`config.mk`:
```
export PLATFORM = sky130hd
export DESIGN_NAME = hostname_to_dns_wire_encoder_core_flat
export DESIGN_NICKNAME = d
export VERILOG_FILES = /design/src/hdl/hdwe_pkg.sv /design/src/hdl/hdwe_req_if.sv /design/src/hdl/hdwe_rsp_if.sv /design/src/hdl/hdwe_ram.sv /design/src/hdl/hdwe_cmd_fifo.sv /design/src/hdl/hdwe_front.sv /design/src/hdl/hdwe_back.sv /design/src/hdl/hostname_to_dns_wire_encoder_core.sv /design/src/flat_wrapper.sv
export SDC_FILE = /design/constraint.sdc
export NUM_CORES = 2
export LEC_CHECK = 0
export BUFFER_PORTS_ARGS = -buffer_cell sky130_fd_sc_hd__buf_2
export CORE_UTILIZATION = 60
export CTS_CLUSTER_SIZE = 8
export DETAILED_ROUTE_END_ITERATION = 8
export PLACE_DENSITY_LB_ADDON = 0.15
export SLEW_MARGIN = 20
export SYNTH_ARGS = -nofsm -noshare
export SYNTH_HDL_FRONTEND = slang
export SYNTH_SLANG_ARGS = --single-unit
```
`constraint.sdc`:
```
create_clock -name clock -period 15.2 [get_ports clock]
set_clock_uncertainty 0.2 [all_clocks]
set_input_delay 3.04 -clock clock [delete_from_list [all_inputs] [get_ports clock]]
set_output_delay 3.04 -clock clock [all_outputs]
set_load 0.03 [all_outputs]
```
`src/hdl/hdwe_pkg.sv`:
```
// Shared types, constants and helpers for the host name wire encoder.
`default_nettype none

package hdwe_pkg;

   localparam int LABEL_MAX   = 62;
   localparam int LEN_W       = $clog2(LABEL_MAX + 1);
   localparam int BANKS       = 2;
   localparam int BANK_W      = 1;
   localparam int RAM_DEPTH   = BANKS * (1 << LEN_W);
   localparam int RAM_ADDR_W  = BANK_W + LEN_W;
   localparam int COUNT_W     = 12;
   localparam int QUEUE_DEPTH = 2;
   localparam int QPTR_W      = 1;
   localparam int QCNT_W      = 2;

   localparam logic [7:0] CHAR_HYPHEN = 8'h2D;
   localparam logic [7:0] CHAR_DOT    = 8'h2E;
   localparam logic [7:0] CHAR_UP_A   = 8'h41;
   localparam logic [7:0] CHAR_UP_Z   = 8'h5A;
   localparam logic [7:0] CHAR_LO_A   = 8'h61;
   localparam logic [7:0] CHAR_LO_Z   = 8'h7A;
   localparam logic [7:0] CHAR_0      = 8'h30;
   localparam logic [7:0] CHAR_9      = 8'h39;

   localparam logic [COUNT_W-1:0] MAX_WIRE_RESET = 12'd255;

   typedef enum logic [1:0] {
      ERR_NONE   = 2'd0,
      ERR_SYNTAX = 2'd1,
      ERR_LONG   = 2'd2,
      ERR_LIMIT  = 2'd3
   } err_code_type;

   typedef enum logic [1:0] {
      SYN_START  = 2'd0,
      SYN_FIRST  = 2'd1,
      SYN_HYPHEN = 2'd2,
      SYN_ALNUM  = 2'd3
   } syntax_state_type;

   typedef enum logic [2:0] {
      BK_IDLE,
      BK_LEN,
      BK_CHAR,
      BK_TERM,
      BK_ERR
   } back_state_type;

   typedef struct packed {
      logic              has_label;
      logic              add_term;
      logic [BANK_W-1:0] bank;
      logic [LEN_W-1:0]  len;
      err_code_type      err;
   } cmd_type;

   typedef struct packed {
      logic full;
      logic empty;
   } fifo_status_type;

   typedef struct packed {
      logic              valid;
      logic [BANK_W-1:0] bank;
   } bank_release_type;

   function automatic logic is_alnum(input logic [7:0] c);
      is_alnum = (c >= CHAR_UP_A && c <= CHAR_UP_Z) ||
                 (c >= CHAR_LO_A && c <= CHAR_LO_Z) ||
                 (c >= CHAR_0 && c <= CHAR_9);
   endfunction

endpackage

`default_nettype wire

```
`src/hdl/hdwe_req_if.sv`:
```
// Input channel: one host name character or end item per word.
`default_nettype none

interface hdwe_req_if;
   logic       valid;
   logic       ready;
   logic [7:0] char_byte;
   logic       end_marker;

   modport source (output valid, output char_byte, output end_marker, input ready);
   modport sink   (input valid, input char_byte, input end_marker, output ready);
endinterface

`default_nettype wire

```
`src/hdl/hdwe_rsp_if.sv`:
```
// Result channel: one wire-format byte or error word per word.
`default_nettype none

interface hdwe_rsp_if;
   logic       valid;
   logic       ready;
   logic [7:0] wire_byte;
   logic       last_of_name;
   logic [1:0] error_code;

   modport source (output valid, output wire_byte, output last_of_name,
                   output error_code, input ready);
   modport sink   (input valid, input wire_byte, input last_of_name,
                   input error_code, output ready);
endinterface

`default_nettype wire

```
`src/hdl/hdwe_ram.sv`:
```
// Generic single-write, single-read RAM with registered read data.
`default_nettype none

module hdwe_ram #(
   parameter int WIDTH = 8,
   parameter int DEPTH = 128
) (
   input  wire logic                     clock,
   input  wire logic                     wr_en,
   input  wire logic [$clog2(DEPTH)-1:0] wr_addr,
   input  wire logic [WIDTH-1:0]         wr_data,
   input  wire logic                     rd_en,
   input  wire logic [$clog2(DEPTH)-1:0] rd_addr,
   output      logic [WIDTH-1:0]         rd_data
);

   logic [WIDTH-1:0] mem_ff [DEPTH];

   always_ff @(posedge clock) begin
      if (wr_en) begin
         mem_ff[wr_addr] <= wr_data;
      end
      if (rd_en) begin
         rd_data <= mem_ff[rd_addr];
      end
   end

endmodule

`default_nettype wire

```
`src/hdl/hdwe_cmd_fifo.sv`:
```
// Short command queue between the classifying front and the emitting back.
`default_nettype none

module hdwe_cmd_fifo (
   input  wire logic                    clock,
   input  wire logic                    reset,
   input  wire logic                    push,
   input  wire hdwe_pkg::cmd_type       push_cmd,
   input  wire logic                    pop,
   output      hdwe_pkg::cmd_type       head_cmd,
   output      hdwe_pkg::fifo_status_type status
);
   import hdwe_pkg::*;

   cmd_type           entry_ff [QUEUE_DEPTH];
   logic [QPTR_W-1:0] wr_ptr_ff, wr_ptr_in;
   logic [QPTR_W-1:0] rd_ptr_ff, rd_ptr_in;
   logic [QCNT_W-1:0] count_ff, count_in;

   function automatic logic [QPTR_W-1:0] ptr_next(input logic [QPTR_W-1:0] p);
      if (p == QPTR_W'(QUEUE_DEPTH - 1)) begin
         ptr_next = '0;
      end else begin
         ptr_next = p + QPTR_W'(1);
      end
   endfunction

   always_comb begin
      wr_ptr_in = push ? ptr_next(wr_ptr_ff) : wr_ptr_ff;
      rd_ptr_in = pop ? ptr_next(rd_ptr_ff) : rd_ptr_ff;
      count_in  = count_ff;
      if (push && !pop) begin
         count_in = count_ff + QCNT_W'(1);
      end else if (pop && !push) begin
         count_in = count_ff - QCNT_W'(1);
      end
   end

   always_ff @(posedge clock) begin
      if (reset) begin
         wr_ptr_ff <= '0;
         rd_ptr_ff <= '0;
         count_ff  <= '0;
      end else begin
         wr_ptr_ff <= wr_ptr_in;
         rd_ptr_ff <= rd_ptr_in;
         count_ff  <= count_in;
      end
   end

   always_ff @(posedge clock) begin
      if (push) begin
         entry_ff[wr_ptr_ff] <= push_cmd;
      end
   end

   assign head_cmd     = entry_ff[rd_ptr_ff];
   assign status.full  = (count_ff == QCNT_W'(QUEUE_DEPTH));
   assign status.empty = (count_ff == '0);

endmodule

`default_nettype wire

```
`src/hdl/hdwe_front.sv`:
```
// Front: accepts characters, runs the syntax machine, buffers labels, queues commands.
`default_nettype none

module hdwe_front (
   input  wire logic                          clock,
   input  wire logic                          reset,
   input  wire logic                          csr_write_enable,
   input  wire logic [11:0]                   csr_write_data,
   hdwe_req_if.sink                           req,
   input  wire hdwe_pkg::fifo_status_type     fifo_status,
   input  wire hdwe_pkg::bank_release_type    release_bank,
   output      logic                          push,
   output      hdwe_pkg::cmd_type             push_cmd,
   output      logic                          ram_wr_en,
   output      logic [hdwe_pkg::RAM_ADDR_W-1:0] ram_wr_addr,
   output      logic [7:0]                    ram_wr_data
);
   import hdwe_pkg::*;

   logic [COUNT_W-1:0] max_wire_ff;
   logic [LEN_W-1:0]   len_ff, len_in;
   syntax_state_type   syn_ff, syn_in;
   logic [COUNT_W-1:0] bytes_ff, bytes_in;
   logic               failed_ff, failed_in;
   logic [BANK_W-1:0]  bank_ff, bank_in;
   logic [BANKS-1:0]   busy_ff, busy_in;

   logic               accept;
   logic [COUNT_W:0]   dot_total;
   logic [COUNT_W:0]   end_total;
   logic               dot_over;
   logic               end_over;

   assign req.ready = !fifo_status.full && !busy_ff[bank_ff];
   assign accept    = req.valid && req.ready;

   always_comb begin
      dot_total = {1'b0, bytes_ff} + (COUNT_W + 1)'(len_ff) + (COUNT_W + 1)'(1);
      if (syn_ff == SYN_START) begin
         end_total = {1'b0, bytes_ff} + (COUNT_W + 1)'(1);
      end else begin
         end_total = {1'b0, bytes_ff} + (COUNT_W + 1)'(len_ff) + (COUNT_W + 1)'(2);
      end
      dot_over = dot_total > {1'b0, max_wire_ff};
      end_over = end_total > {1'b0, max_wire_ff};
   end

   always_comb begin
      len_in    = len_ff;
      syn_in    = syn_ff;
      bytes_in  = bytes_ff;
      failed_in = failed_ff;
      bank_in   = bank_ff;
      push      = 1'b0;
      push_cmd  = '{has_label: 1'b0, add_term: 1'b0, bank: bank_ff, len: len_ff,
                    err: ERR_NONE};
      ram_wr_en   = 1'b0;
      ram_wr_addr = {bank_ff, len_ff};
      ram_wr_data = req.char_byte;

      if (accept) begin
         if (req.end_marker) begin
            if (!failed_ff) begin
               push = 1'b1;
               if (syn_ff == SYN_HYPHEN) begin
                  push_cmd.err = ERR_SYNTAX;
               end else if (end_over) begin
                  push_cmd.err = ERR_LIMIT;
               end else begin
                  push_cmd.has_label = (syn_ff != SYN_START);
                  push_cmd.add_term  = 1'b1;
                  if (syn_ff != SYN_START) begin
                     bank_in = bank_ff + BANK_W'(1);
                  end
               end
            end
            // drop the name state for the next name
            len_in    = '0;
            syn_in    = SYN_START;
            bytes_in  = '0;
            failed_in = 1'b0;
         end else if (!failed_ff) begin
            if (req.char_byte == CHAR_DOT) begin
               push = 1'b1;
               if (syn_ff == SYN_START || syn_ff == SYN_HYPHEN) begin
                  push_cmd.err = ERR_SYNTAX;
                  failed_in    = 1'b1;
               end else if (dot_over) begin
                  push_cmd.err = ERR_LIMIT;
                  failed_in    = 1'b1;
               end else begin
                  push_cmd.has_label = 1'b1;
                  syn_in   = SYN_START;
                  bytes_in = dot_total[COUNT_W-1:0];
                  len_in   = '0;
                  bank_in  = bank_ff + BANK_W'(1);
               end
            end else if (!is_alnum(req.char_byte) &&
                         !(req.char_byte == CHAR_HYPHEN && syn_ff != SYN_START)) begin
               push         = 1'b1;
               push_cmd.err = ERR_SYNTAX;
               failed_in    = 1'b1;
            end else if (len_ff >= LEN_W'(LABEL_MAX)) begin
               push         = 1'b1;
               push_cmd.err = ERR_LONG;
               failed_in    = 1'b1;
            end else begin
               ram_wr_en = 1'b1;
               len_in    = len_ff + LEN_W'(1);
               if (req.char_byte == CHAR_HYPHEN) begin
                  syn_in = SYN_HYPHEN;
               end else if (syn_ff == SYN_START) begin
                  syn_in = SYN_FIRST;
               end else begin
                  syn_in = SYN_ALNUM;
               end
            end
         end
      end

      // a bank stays busy from its label command until the back has replayed it
      busy_in = busy_ff;
      if (release_bank.valid) begin
         busy_in[release_bank.bank] = 1'b0;
      end
      if (push && push_cmd.has_label) begin
         busy_in[bank_ff] = 1'b1;
      end
   end

   always_ff @(posedge clock) begin
      if (reset) begin
         max_wire_ff <= MAX_WIRE_RESET;
         len_ff      <= '0;
         syn_ff      <= SYN_START;
         bytes_ff    <= '0;
         failed_ff   <= 1'b0;
         bank_ff     <= '0;
         busy_ff     <= '0;
      end else begin
         if (csr_write_enable) begin
            max_wire_ff <= csr_write_data;
         end
         len_ff    <= len_in;
         syn_ff    <= syn_in;
         bytes_ff  <= bytes_in;
         failed_ff <= failed_in;
         bank_ff   <= bank_in;
         busy_ff   <= busy_in;
      end
   end

endmodule

`default_nettype wire

```
`src/hdl/hdwe_back.sv`:
```
// Back: pops commands, replays labels as length byte and characters, and emits terminator or error words.
`default_nettype none

module hdwe_back (
   input  wire logic                            clock,
   input  wire logic                            reset,
   input  wire hdwe_pkg::cmd_type               head_cmd,
   input  wire hdwe_pkg::fifo_status_type       fifo_status,
   output      logic                            pop,
   output      hdwe_pkg::bank_release_type      release_bank,
   output      logic                            ram_rd_en,
   output      logic [hdwe_pkg::RAM_ADDR_W-1:0] ram_rd_addr,
   input  wire logic [7:0]                      ram_rd_data,
   hdwe_rsp_if.source                           rsp
);
   import hdwe_pkg::*;

   back_state_type   state_ff, state_in;
   cmd_type          cmd_ff, cmd_in;
   logic [LEN_W-1:0] idx_ff, idx_in;
   logic [LEN_W-1:0] idx_next;

   logic             valid_ff, valid_in;
   logic [7:0]       byte_ff, byte_in;
   logic             last_ff, last_in;
   err_code_type     err_ff, err_in;

   logic             out_free;
   logic             load;

   assign out_free = !valid_ff || rsp.ready;
   assign idx_next = idx_ff + LEN_W'(1);

   always_comb begin
      state_in    = state_ff;
      cmd_in      = cmd_ff;
      idx_in      = idx_ff;
      pop         = 1'b0;
      load        = 1'b0;
      byte_in     = byte_ff;
      last_in     = last_ff;
      err_in      = err_ff;
      ram_rd_en   = 1'b0;
      ram_rd_addr = {cmd_ff.bank, idx_next};
      release_bank.valid = 1'b0;
      release_bank.bank  = cmd_ff.bank;

      case (state_ff)
         BK_IDLE: begin
            if (!fifo_status.empty) begin
               pop    = 1'b1;
               cmd_in = head_cmd;
               if (head_cmd.err != ERR_NONE) begin
                  state_in = BK_ERR;
               end else if (head_cmd.has_label) begin
                  state_in = BK_LEN;
               end else begin
                  state_in = BK_TERM;
               end
            end
         end
         BK_LEN: begin
            if (out_free) begin
               load        = 1'b1;
               byte_in     = 8'(cmd_ff.len);
               last_in     = 1'b0;
               err_in      = ERR_NONE;
               ram_rd_en   = 1'b1;
               ram_rd_addr = {cmd_ff.bank, LEN_W'(0)};
               idx_in      = '0;
               state_in    = BK_CHAR;
            end
         end
         BK_CHAR: begin
            // read data holds until the next read is issued
            if (out_free) begin
               load    = 1'b1;
               byte_in = ram_rd_data;
               last_in = 1'b0;
               err_in  = ERR_NONE;
               if (idx_next < cmd_ff.len) begin
                  ram_rd_en = 1'b1;
                  idx_in    = idx_next;
               end else begin
                  release_bank.valid = 1'b1;
                  state_in = cmd_ff.add_term ? BK_TERM : BK_IDLE;
               end
            end
         end
         BK_TERM: begin
            if (out_free) begin
               load     = 1'b1;
               byte_in  = 8'd0;
               last_in  = 1'b1;
               err_in   = ERR_NONE;
               state_in = BK_IDLE;
            end
         end
         BK_ERR: begin
            if (out_free) begin
               load     = 1'b1;
               byte_in  = 8'd0;
               last_in  = 1'b1;
               err_in   = cmd_ff.err;
               state_in = BK_IDLE;
            end
         end
         default: begin
            state_in = BK_IDLE;
         end
      endcase

      if (load) begin
         valid_in = 1'b1;
      end else if (rsp.ready) begin
         valid_in = 1'b0;
      end else begin
         valid_in = valid_ff;
      end
   end

   always_ff @(posedge clock) begin
      if (reset) begin
         state_ff <= BK_IDLE;
         valid_ff <= 1'b0;
      end else begin
         state_ff <= state_in;
         valid_ff <= valid_in;
      end
   end

   always_ff @(posedge clock) begin
      cmd_ff  <= cmd_in;
      idx_ff  <= idx_in;
      byte_ff <= byte_in;
      last_ff <= last_in;
      err_ff  <= err_in;
   end

   assign rsp.valid        = valid_ff;
   assign rsp.wire_byte    = byte_ff;
   assign rsp.last_of_name = last_ff;
   assign rsp.error_code   = err_ff;

endmodule

`default_nettype wire

```
`src/hdl/hostname_to_dns_wire_encoder_core.sv`:
```
// Top level: host name to DNS wire format encoder.
//
//   channel   direction  word contents
//   req_chan  in         char_byte, end_marker
//   rsp_chan  out        wire_byte, last_of_name, error_code
//   csr       in         csr_write_enable, csr_write_data (max_wire_bytes)
//
// A character word is written into the label RAM as it is taken; a dot or end word
// pushes a command that the back pops and replays as result bytes (length byte,
// characters, terminator), while the front can go on taking the next label.
// Labels are double-buffered in the label RAM; the front holds req_chan.ready low
// while the bank it would fill is still being replayed or the command queue is full.
// Reset is synchronous and clears all control state; max_wire_bytes resets to 255.
`default_nettype none

module hostname_to_dns_wire_encoder_core (
   input  wire logic        clock,
   input  wire logic        reset,
   input  wire logic        csr_write_enable,
   input  wire logic [11:0] csr_write_data,
   hdwe_req_if.sink         req_chan,
   hdwe_rsp_if.source       rsp_chan
);
   import hdwe_pkg::*;

   fifo_status_type        fifo_status;
   cmd_type                push_cmd;
   cmd_type                head_cmd;
   logic                   push;
   logic                   pop;
   bank_release_type       release_bank;
   logic                   ram_wr_en;
   logic [RAM_ADDR_W-1:0]  ram_wr_addr;
   logic [7:0]             ram_wr_data;
   logic                   ram_rd_en;
   logic [RAM_ADDR_W-1:0]  ram_rd_addr;
   logic [7:0]             ram_rd_data;

   hdwe_front u_front (
      .clock            (clock),
      .reset            (reset),
      .csr_write_enable (csr_write_enable),
      .csr_write_data   (csr_write_data),
      .req              (req_chan),
      .fifo_status      (fifo_status),
      .release_bank     (release_bank),
      .push             (push),
      .push_cmd         (push_cmd),
      .ram_wr_en        (ram_wr_en),
      .ram_wr_addr      (ram_wr_addr),
      .ram_wr_data      (ram_wr_data)
   );

   hdwe_cmd_fifo u_fifo (
      .clock    (clock),
      .reset    (reset),
      .push     (push),
      .push_cmd (push_cmd),
      .pop      (pop),
      .head_cmd (head_cmd),
      .status   (fifo_status)
   );

   hdwe_ram #(
      .WIDTH (8),
      .DEPTH (RAM_DEPTH)
   ) u_label_ram (
      .clock   (clock),
      .wr_en   (ram_wr_en),
      .wr_addr (ram_wr_addr),
      .wr_data (ram_wr_data),
      .rd_en   (ram_rd_en),
      .rd_addr (ram_rd_addr),
      .rd_data (ram_rd_data)
   );

   hdwe_back u_back (
      .clock        (clock),
      .reset        (reset),
      .head_cmd     (head_cmd),
      .fifo_status  (fifo_status),
      .pop          (pop),
      .release_bank (release_bank),
      .ram_rd_en    (ram_rd_en),
      .ram_rd_addr  (ram_rd_addr),
      .ram_rd_data  (ram_rd_data),
      .rsp          (rsp_chan)
   );

endmodule

`default_nettype wire

```
`src/flat_wrapper.sv`:
```
// flat-port wrapper written by rule: the top's interface ports become plain ports
module hostname_to_dns_wire_encoder_core_flat import hdwe_pkg::*;
  (clock, reset, csr_write_enable, csr_write_data, req_chan_valid, req_chan_char_byte, req_chan_end_marker, req_chan_ready, rsp_chan_valid, rsp_chan_wire_byte, rsp_chan_last_of_name, rsp_chan_error_code, rsp_chan_ready);
  hdwe_req_if req_chan_i ();
  hdwe_rsp_if rsp_chan_i ();
  input  wire logic clock;
  input  wire logic reset;
  input  wire logic csr_write_enable;
  input  wire logic [11:0] csr_write_data;
  input wire logic [$bits(req_chan_i.valid)-1:0] req_chan_valid;
  input wire logic [$bits(req_chan_i.char_byte)-1:0] req_chan_char_byte;
  input wire logic [$bits(req_chan_i.end_marker)-1:0] req_chan_end_marker;
  output wire logic [$bits(req_chan_i.ready)-1:0] req_chan_ready;
  output wire logic [$bits(rsp_chan_i.valid)-1:0] rsp_chan_valid;
  output wire logic [$bits(rsp_chan_i.wire_byte)-1:0] rsp_chan_wire_byte;
  output wire logic [$bits(rsp_chan_i.last_of_name)-1:0] rsp_chan_last_of_name;
  output wire logic [$bits(rsp_chan_i.error_code)-1:0] rsp_chan_error_code;
  input wire logic [$bits(rsp_chan_i.ready)-1:0] rsp_chan_ready;
  assign req_chan_i.valid = req_chan_valid;
  assign req_chan_i.char_byte = req_chan_char_byte;
  assign req_chan_i.end_marker = req_chan_end_marker;
  assign req_chan_ready = req_chan_i.ready;
  assign rsp_chan_valid = rsp_chan_i.valid;
  assign rsp_chan_wire_byte = rsp_chan_i.wire_byte;
  assign rsp_chan_last_of_name = rsp_chan_i.last_of_name;
  assign rsp_chan_error_code = rsp_chan_i.error_code;
  assign rsp_chan_i.ready = rsp_chan_ready;
  hostname_to_dns_wire_encoder_core u_core (.clock(clock), .reset(reset), .csr_write_enable(csr_write_enable), .csr_write_data(csr_write_data), .req_chan(req_chan_i), .rsp_chan(rsp_chan_i));
endmodule
```
[After elaboration in Yosys (flattened, before gate mapping)]
Memories as Yosys holds them, arrays and structs flattened. A register that Yosys moved wholly into a read port is not among the register bits.
Index checks and enable logic that the tools add are counted.
Cells by class
  reduce and logical (&&, ||, !) cells: 48
  order comparisons: 14
  bitwise operators: 5
  equality and inequality tests: 27
  add/subtract/negate cells: 11
  mux-type cells: 125
Operator list (number)
  6-bit two-way mux: 12
  2-bit two-way mux: 32
  12-bit two-way mux: 5
  1-bit two-way mux: 58
  13-bit by 12-bit greater-than comparator with 1-bit output: 2
  8-bit two-way mux: 3
  8-bit case mux with 3 select lines: 1
  2-bit inequality test, second input constant: 11
  3-bit two-way mux: 6
  8-bit by 6-bit equality test with 1-bit output, second input constant: 2
  8-bit by 7-bit >= comparator with 1-bit output, second input constant: 2
  8-bit by 7-bit less-or-equal comparator with 1-bit output, second input constant: 2
  2-bit nonzero test: 8
  12-bit by 1-bit adder with 13-bit output, second input constant: 1
  12-bit by 6-bit adder with 13-bit output: 1
  13-bit by 1-bit adder with 13-bit output, second input constant: 1
  13-bit by 2-bit adder with 13-bit output, second input constant: 1
  13-bit two-way mux: 1
  6-bit by 1-bit adder with 6-bit output, second input constant: 2
  1-bit logical AND: 12
  3-bit inequality test, second input constant: 4
  3-bit case mux with 4 select lines: 1
  6-bit case mux with 2 select lines: 1
  5-bit AND reduction: 2
  other kinds (34): 59
Word-level totals
  bits of input ports: 26
  memories: 2
  memory bits (writable): 1046
  register bits after elaboration: 71
  output and inout port bits: 13
Memory list
  u_core.u_label_ram.mem_ff: depth 128, width 8, rd ports 1, clocked after memory_dff 1, write ports 1, line hdwe_ram.sv:17  | logic [WIDTH-1:0] mem_ff [DEPTH];
  u_core.u_fifo.entry_ff: depth 2, width 11, rd ports 1, clocked after memory_dff 1, write ports 1, line hdwe_cmd_fifo.sv:15  | cmd_type entry_ff [QUEUE_DEPTH];

[Depth between registers and ports, before layout]
  word-level depth: 15
  depth in mapped cells: 20
  depth with buffers taken out: 19

[Cells and area by module]
From an unflattened synthesis, not the netlist that was laid out.
Second synthesis, totals
  cell total of the unflattened synthesis: 2295
  area, all modules: 45956.6 um2
Modules (own cells, without submodules)
  hdwe_ram: area an instance 39743.1 um2, cells an instance 1635, times used 1, sequential area each 30989.7 um2
  hdwe_front: area an instance 3659.8 um2, cells an instance 466, times used 1, sequential area each 720.7 um2
  hdwe_back: area an instance 1556.5 um2, cells an instance 138, times used 1, sequential area each 890.9 um2
  hdwe_cmd_fifo: area an instance 997.2 um2, cells an instance 56, times used 1, sequential area each 760.7 um2

[Least setup slack after synthesis]
OpenSTA, ideal clock, no wires.
  path type: input to register
  start point: in req_chan_char_byte[6]
  end point: mem u_core.u_label_ram.mem_ff[115][0], enable pin
  slack: 9.520 ns
  cell stages on the path: 9
  path buffers: 1
  arrival time: 5.110 ns
  required time: 14.630 ns
  cell sequence: a21bo_1 > a22o_1 > a221oi_2 > and3_1 > nand2_1 > nor2_1 > nand3_1 > clkbuf_1 > nor2_1
On the way
  cells in the longest elaborated chain, start to end: 13
  elaborated cells on any way between the ends: 24
  those cells by class: order compare: 6; eq/ne: 2; mux: 7; reduce/logical: 9
Ends and longest elaborated chain
  start: declaration: line flat_wrapper.sv:11  | input wire logic [$bits(req_chan_i.char_byte)-1:0] req_chan_char_byte;
  8-bit by 7-bit >= comparator with 1-bit output (tied with other cells): line hdwe_pkg.sv:69  | is_alnum = (c >= CHAR_UP_A && c <= CHAR_UP_Z) ||
  1-bit logical AND (on tied branches): line hdwe_pkg.sv:69, hdwe_pkg.sv:70
  1-bit logical OR: line hdwe_pkg.sv:69
  1-bit logical OR: line hdwe_pkg.sv:70  | (c >= CHAR_LO_A && c <= CHAR_LO_Z) ||
  1-bit zero test: line hdwe_front.sv:98  | end else if (!is_alnum(req.char_byte) &&
  1-bit logical AND: line hdwe_front.sv:98
  1-bit two-way mux: line hdwe_front.sv:98
  1-bit two-way mux *: line hdwe_front.sv:83  | if (req.char_byte == CHAR_DOT) begin
  1-bit two-way mux *: line hdwe_front.sv:82  | end else if (!failed_ff) begin
  1-bit two-way mux *: line hdwe_front.sv:62  | if (req.end_marker) begin
  1-bit two-way mux *: line hdwe_front.sv:61  | if (accept) begin
  1-bit two-way mux *: line hdwe_ram.sv:20  | if (wr_en) begin
  1-bit two-way mux (not written as such) *: line hdwe_ram.sv:21  | mem_ff[wr_addr] <= wr_data;
  end: declaration: line hdwe_ram.sv:17
Every way passes the cells marked *; elsewhere a longest branch is shown, timed or not.

[Worst setup path in the final report]
  start point: in rsp_chan_ready
  end point: reg u_core.u_label_ram.rd_data[3] (read register of u_core.u_label_ram.mem_ff) (data pin)
On the way
  cells in the longest elaborated chain, start to end: 3
  elaborated cells on any way between the ends: 6
  those cells by class: mux: 5; reduce/logical: 1
Ends and longest elaborated chain
  start: declaration: line flat_wrapper.sv:18  | input wire logic [$bits(rsp_chan_i.ready)-1:0] rsp_chan_ready;
  1-bit logical OR *: line hdwe_back.sv:31  | assign out_free = !valid_ff || rsp.ready;
  1-bit two-way mux (tied with other cells): line hdwe_back.sv:76  | if (out_free) begin
  1-bit case mux with 2 select lines or 6-bit two-way mux (tied branches): line hdwe_back.sv:48  | case (state_ff)
  end: declaration: line hdwe_ram.sv:14  | output logic [WIDTH-1:0] rd_data
Marked as above.
A chain may end at the register's enable or synchronous reset.

==> results.py <==
metrics = {
    "logic_synthesis": {
        "synth-seq-cells": 1126,
        "syn_inst": 3178,
        "async_reset_ff_share_pct": 0,
        "netlist.area_leader.share_pct": 69.7,
        "yosys-top-cells-area": "edfxtp_1 70%, mux2i_1 3.7%, nand2_1 2.6%",
        "syn_avg_cell_area_um2": 14.6,
        "synthFlopType": "edfxtp_1",
        "yosys_warnings": 0,
        "synth_area_leader_cell": "edfxtp_1",
        "synth_edf_count": 1081,
        "synthDistinctLibCells": 100,
        "synth_seq_area_share_pct": 71.7,
        "syn_area_um2": 46500,
    },
    "timing": {
        "drv_slew": 0,
        "setup_viol": 0,
        "hold_viol": 0,
        "max_freq_mhz": 143,
        "slew_headroom_pct": 21.8,
        "worst_slew_pin_slew_ps": 1170,
        "tns_ps": 0,
        "hold_ws_ps": 272,
        "min_period_ps": 6970,
        "period_share_pct": 45.9,
        "rsz0062_at_grt": "false",
    },
    "critical_path": {
        "crit_path_max_incr_delay_ps": 950,
        "required_ps": 15610,
        "cp-end-kind": "flop",
        "worstPathArrival_ps": 7390,
        "critPathTopFamily": "compound AO/OA/AOI/OAI gates",
        "start_kind": "primary input",
        "critPathKind": "primary input to flop",
        "cp_slowest_cell": "buf_4",
        "timing.critical_path.mode_cell": "buf_4",
        "crit_chain": "buf_2 > nand2b_1 > a21oi_4 > buf_4 > buf_4 > o22ai_1 > a2111oi_0 > nor3_1 > nor2_1 > a211o_1 > o311a_1",
        "cp_max_fo": 89,
        "cp.buffers_inverters": 3,
    },
    "floorplan": {
        "design.portCount": 39,
        "initial_core_util_pct": 61.0,
        "core_um2": 76300,
        "die_w_um": 281,
        "die_h_um": 281,
        "rows": 101,
        "die_area_um2": 78700,
    },
    "clock_network": {
        "htree_levels": 4,
        "root_buffer": "clkbuf_16",
        "cts_resized": 0,
        "post-cts-setup-buffers": 0,
        "clockBufferDepth": 3,
        "clkTransAtPathRegs_ps": 50,
        "clk_latency_ps": 740,
        "hold_buffers": 0,
        "cts_tree": "done",
        "cts_sinks": 1126,
        "numCtsBuffers": 159,
    },
    "status": {
        "status": "completed",
    },
    "min_path": {
        "hold_path_class": "flop to flop",
    },
    "grt": {
        "grt_overflow": 0,
        "grt_max_degree": 129,
        "grt_pass1_vias": 28800,
        "grt_pass1_wl_um": 184000,
        "antenna_found_initial": 1,
        "grtUsageTotal_pct": 32.0,
    },
    "routing": {
        "first_iter_violations": 4005,
        "vias": 29400,
        "routedWlPerCell_um": 28.8,
        "drc_errors": 0,
        "vias_per_cell": 6.79,
        "postRouteWirelength_um": 125000,
        "dr.pass1.iters": 6,
        "antenna_left": 0,
    },
    "finish": {
        "fin_nets": 3324,
        "areaGrowthSynthToFinish_pct": 12.3,
        "finalCoreUtilization_pct": 68.5,
        "layout-drive-gt1-share_pct": 10.8,
    },
    "pwr": {
        "powerDensity_nw_per_um2": 177,
        "ir_drop_v": 0.000126,
        "power_leakage_nw": 17.3,
    },
    "flow_run": {
        "maxCapViolCount": 0,
    },
    "place": {
        "io_buffer_count": 38,
        "place.gp.congestion": 0.969,
        "dp_hpwl_um": 76200,
    },
}
## through the flow
stage | power [mW] | instance area (µm²) | setup WS (ps) | instances
finish | 9.26 | 52200 | 8230 | 4329
global route | 9.53 | 52200 | 8180 | 4328
CTS | 9.22 | 52200 | 8490 | 4326
detailed placement | 6.08 | 47800 | 7680 | 4122
global placement | 6.03 | 47800 | 7920 | 4122
floorplan | 5.21 | 46700 | 9520 | 3209
## flip-flops by register name (all words and copies together), names as in the netlist, named ones only
name / flops
u_core.u_front.syn_ff: 2
u_core.u_fifo.entry_ff: 22
u_core.u_back.release_bank: 1
u_core.u_back.rsp.error_code: 2
u_core.u_label_ram.mem_ff: 1024
u_core.u_back.cmd_ff: 9
u_core.u_front.max_wire_ff: 12
u_core.u_back.rsp.valid: 1
u_core.u_back.idx_ff: 6
u_core.u_label_ram.rd_data: 8
u_core.u_front.len_ff: 6
u_core.u_back.rsp.wire_byte: 8
u_core.u_back.rsp.last_of_name: 1
u_core.u_front.busy_ff: 2
u_core.u_fifo.rd_ptr_ff: 1
u_core.u_fifo.wr_ptr_ff: 1
u_core.u_front.bank_ff: 1
u_core.u_front.failed_ff: 1
u_core.u_front.bytes_ff: 12
u_core.u_back.state_ff: 3
u_core.u_fifo.count_ff: 2
## layout make-up
type                            count  area, µm²
Sequential cell                  1126      33400
Tap cell                         1030       1290
Timing Repair Buffer               89        617
Clock buffer                      188       4110
Clock inverter                     16        297
Antenna cell                        1       2.50
Multi-Input combinational cell   1845      12400
Inverter                           34        130
Fill cell                        5118      24100
## Yosys cell counts, drive strengths merged, types with 12 or more instances
cell	instances
a31oi	58
and3	24
o2111ai	49
nand3	60
nor2b	12
a2111o	16
o311ai	17
a22oi	25
nor2	268
mux2i	174
a2111oi	19
ha	42
dfxtp	45
o21ai	44
nor3	38
nand2	318
o221a	16
o221ai	73
nor4	19
o22ai	57
a21oi	136
clkbuf	114
a211oi	43
xor2	20
o311a	17
edfxtp	1081
xnor2	22
inv	33
buf	90
o211ai	27
mux4	16
mux2	19
a311oi	12
## worst paths after layout
check | start | end | depth (start not counted) | slack, ps
setup reg to reg | u_core.u_front.len_ff[0] | u_core.u_front.bank_ff | 19 | 8860
setup / recovery | rsp_chan_ready | u_core.u_label_ram.rd_data[3] | 11 | 8230
hold reg to reg | u_core.u_front.busy_ff[1] | u_core.u_front.busy_ff[1] | 2 | 270
hold / removal | u_core.u_front.busy_ff[1] | u_core.u_front.busy_ff[1] | 2 | 270
## worst register-to-register path, stage by stage, from the launching register on
cell,delay [ps]
dfxtp_1,630
ha_1,350
fa_1,340
xor2_1,370
ha_1,290
nor3b_1,330
nor4b_2,580
nand2b_1,150
o311ai_1,290
nand2_1,100
xnor2_1,140
ha_1,310
nand3_1,130
o21bai_1,150
a311oi_1,90
a2111oi_0,630
o22a_1,230
o41ai_2,110
o22ai_1,440
mux2_1,370
## logic make-up after synthesis
kind of cell,after synthesis,share of synthesized area [%]
AO/OA/AOI/OAI,712,11.5
buffers and inverters,238,2.16
other,1,0.00806
adder cells (fa/ha/maj),43,1.17
XOR/XNOR,42,0.806
multiplexers,209,4.98
flip-flops,1126,71.7
AND/OR/NAND/NOR,807,7.69
## metal layers
metal	vias to the layer above	share of wire [%]	global-route usage (%)
met3	323	10	6.35
met2	1874	46	49.5
met1	14500	39	44.3
li1	12700	-	-
met5	-	0.010	0
met4	2	4.4	14.6
## report_power, final
part	leakage, nW	total (mW)	internal [mW]	switching (mW)
registers	10.1	3.57	3.52	0.0524
clock network	2.13	3.17	1.91	1.27
logic	4.99	2.52	0.775	1.75
## cell usage in the layout (no fill, tap or decap), drive strengths merged, types with 16 or more instances in the layout
| cell type | netlist | routed |
|---|---|---|
| o221a | 16 | 16 |
| o311a | 17 | 17 |
| nor4 | 19 | 19 |
| dfxtp | 45 | 45 |
| nor3 | 38 | 38 |
| nand2 | 318 | 318 |
| buf | 90 | 88 |
| a2111oi | 19 | 19 |
| a211oi | 43 | 43 |
| edfxtp | 1081 | 1081 |
| xor2 | 20 | 20 |
| a21oi | 136 | 136 |
| inv | 33 | 40 |
| o22ai | 57 | 57 |
| and3 | 24 | 24 |
| ha | 42 | 42 |
| nand3 | 60 | 60 |
| mux2i | 174 | 174 |
| conb | 1 | 32 |
| o311ai | 17 | 17 |
| a31oi | 58 | 58 |
| o211ai | 27 | 27 |
| a22oi | 25 | 25 |
| mux2 | 19 | 19 |
| o2111ai | 49 | 49 |
| xnor2 | 22 | 22 |
| o221ai | 73 | 73 |
| a2111o | 16 | 16 |
| nor2 | 268 | 268 |
| clkbuf | 114 | 189 |
| mux4 | 16 | 16 |
| o21ai | 44 | 44 |
Note: power is estimated with default switching activity, not from simulation.
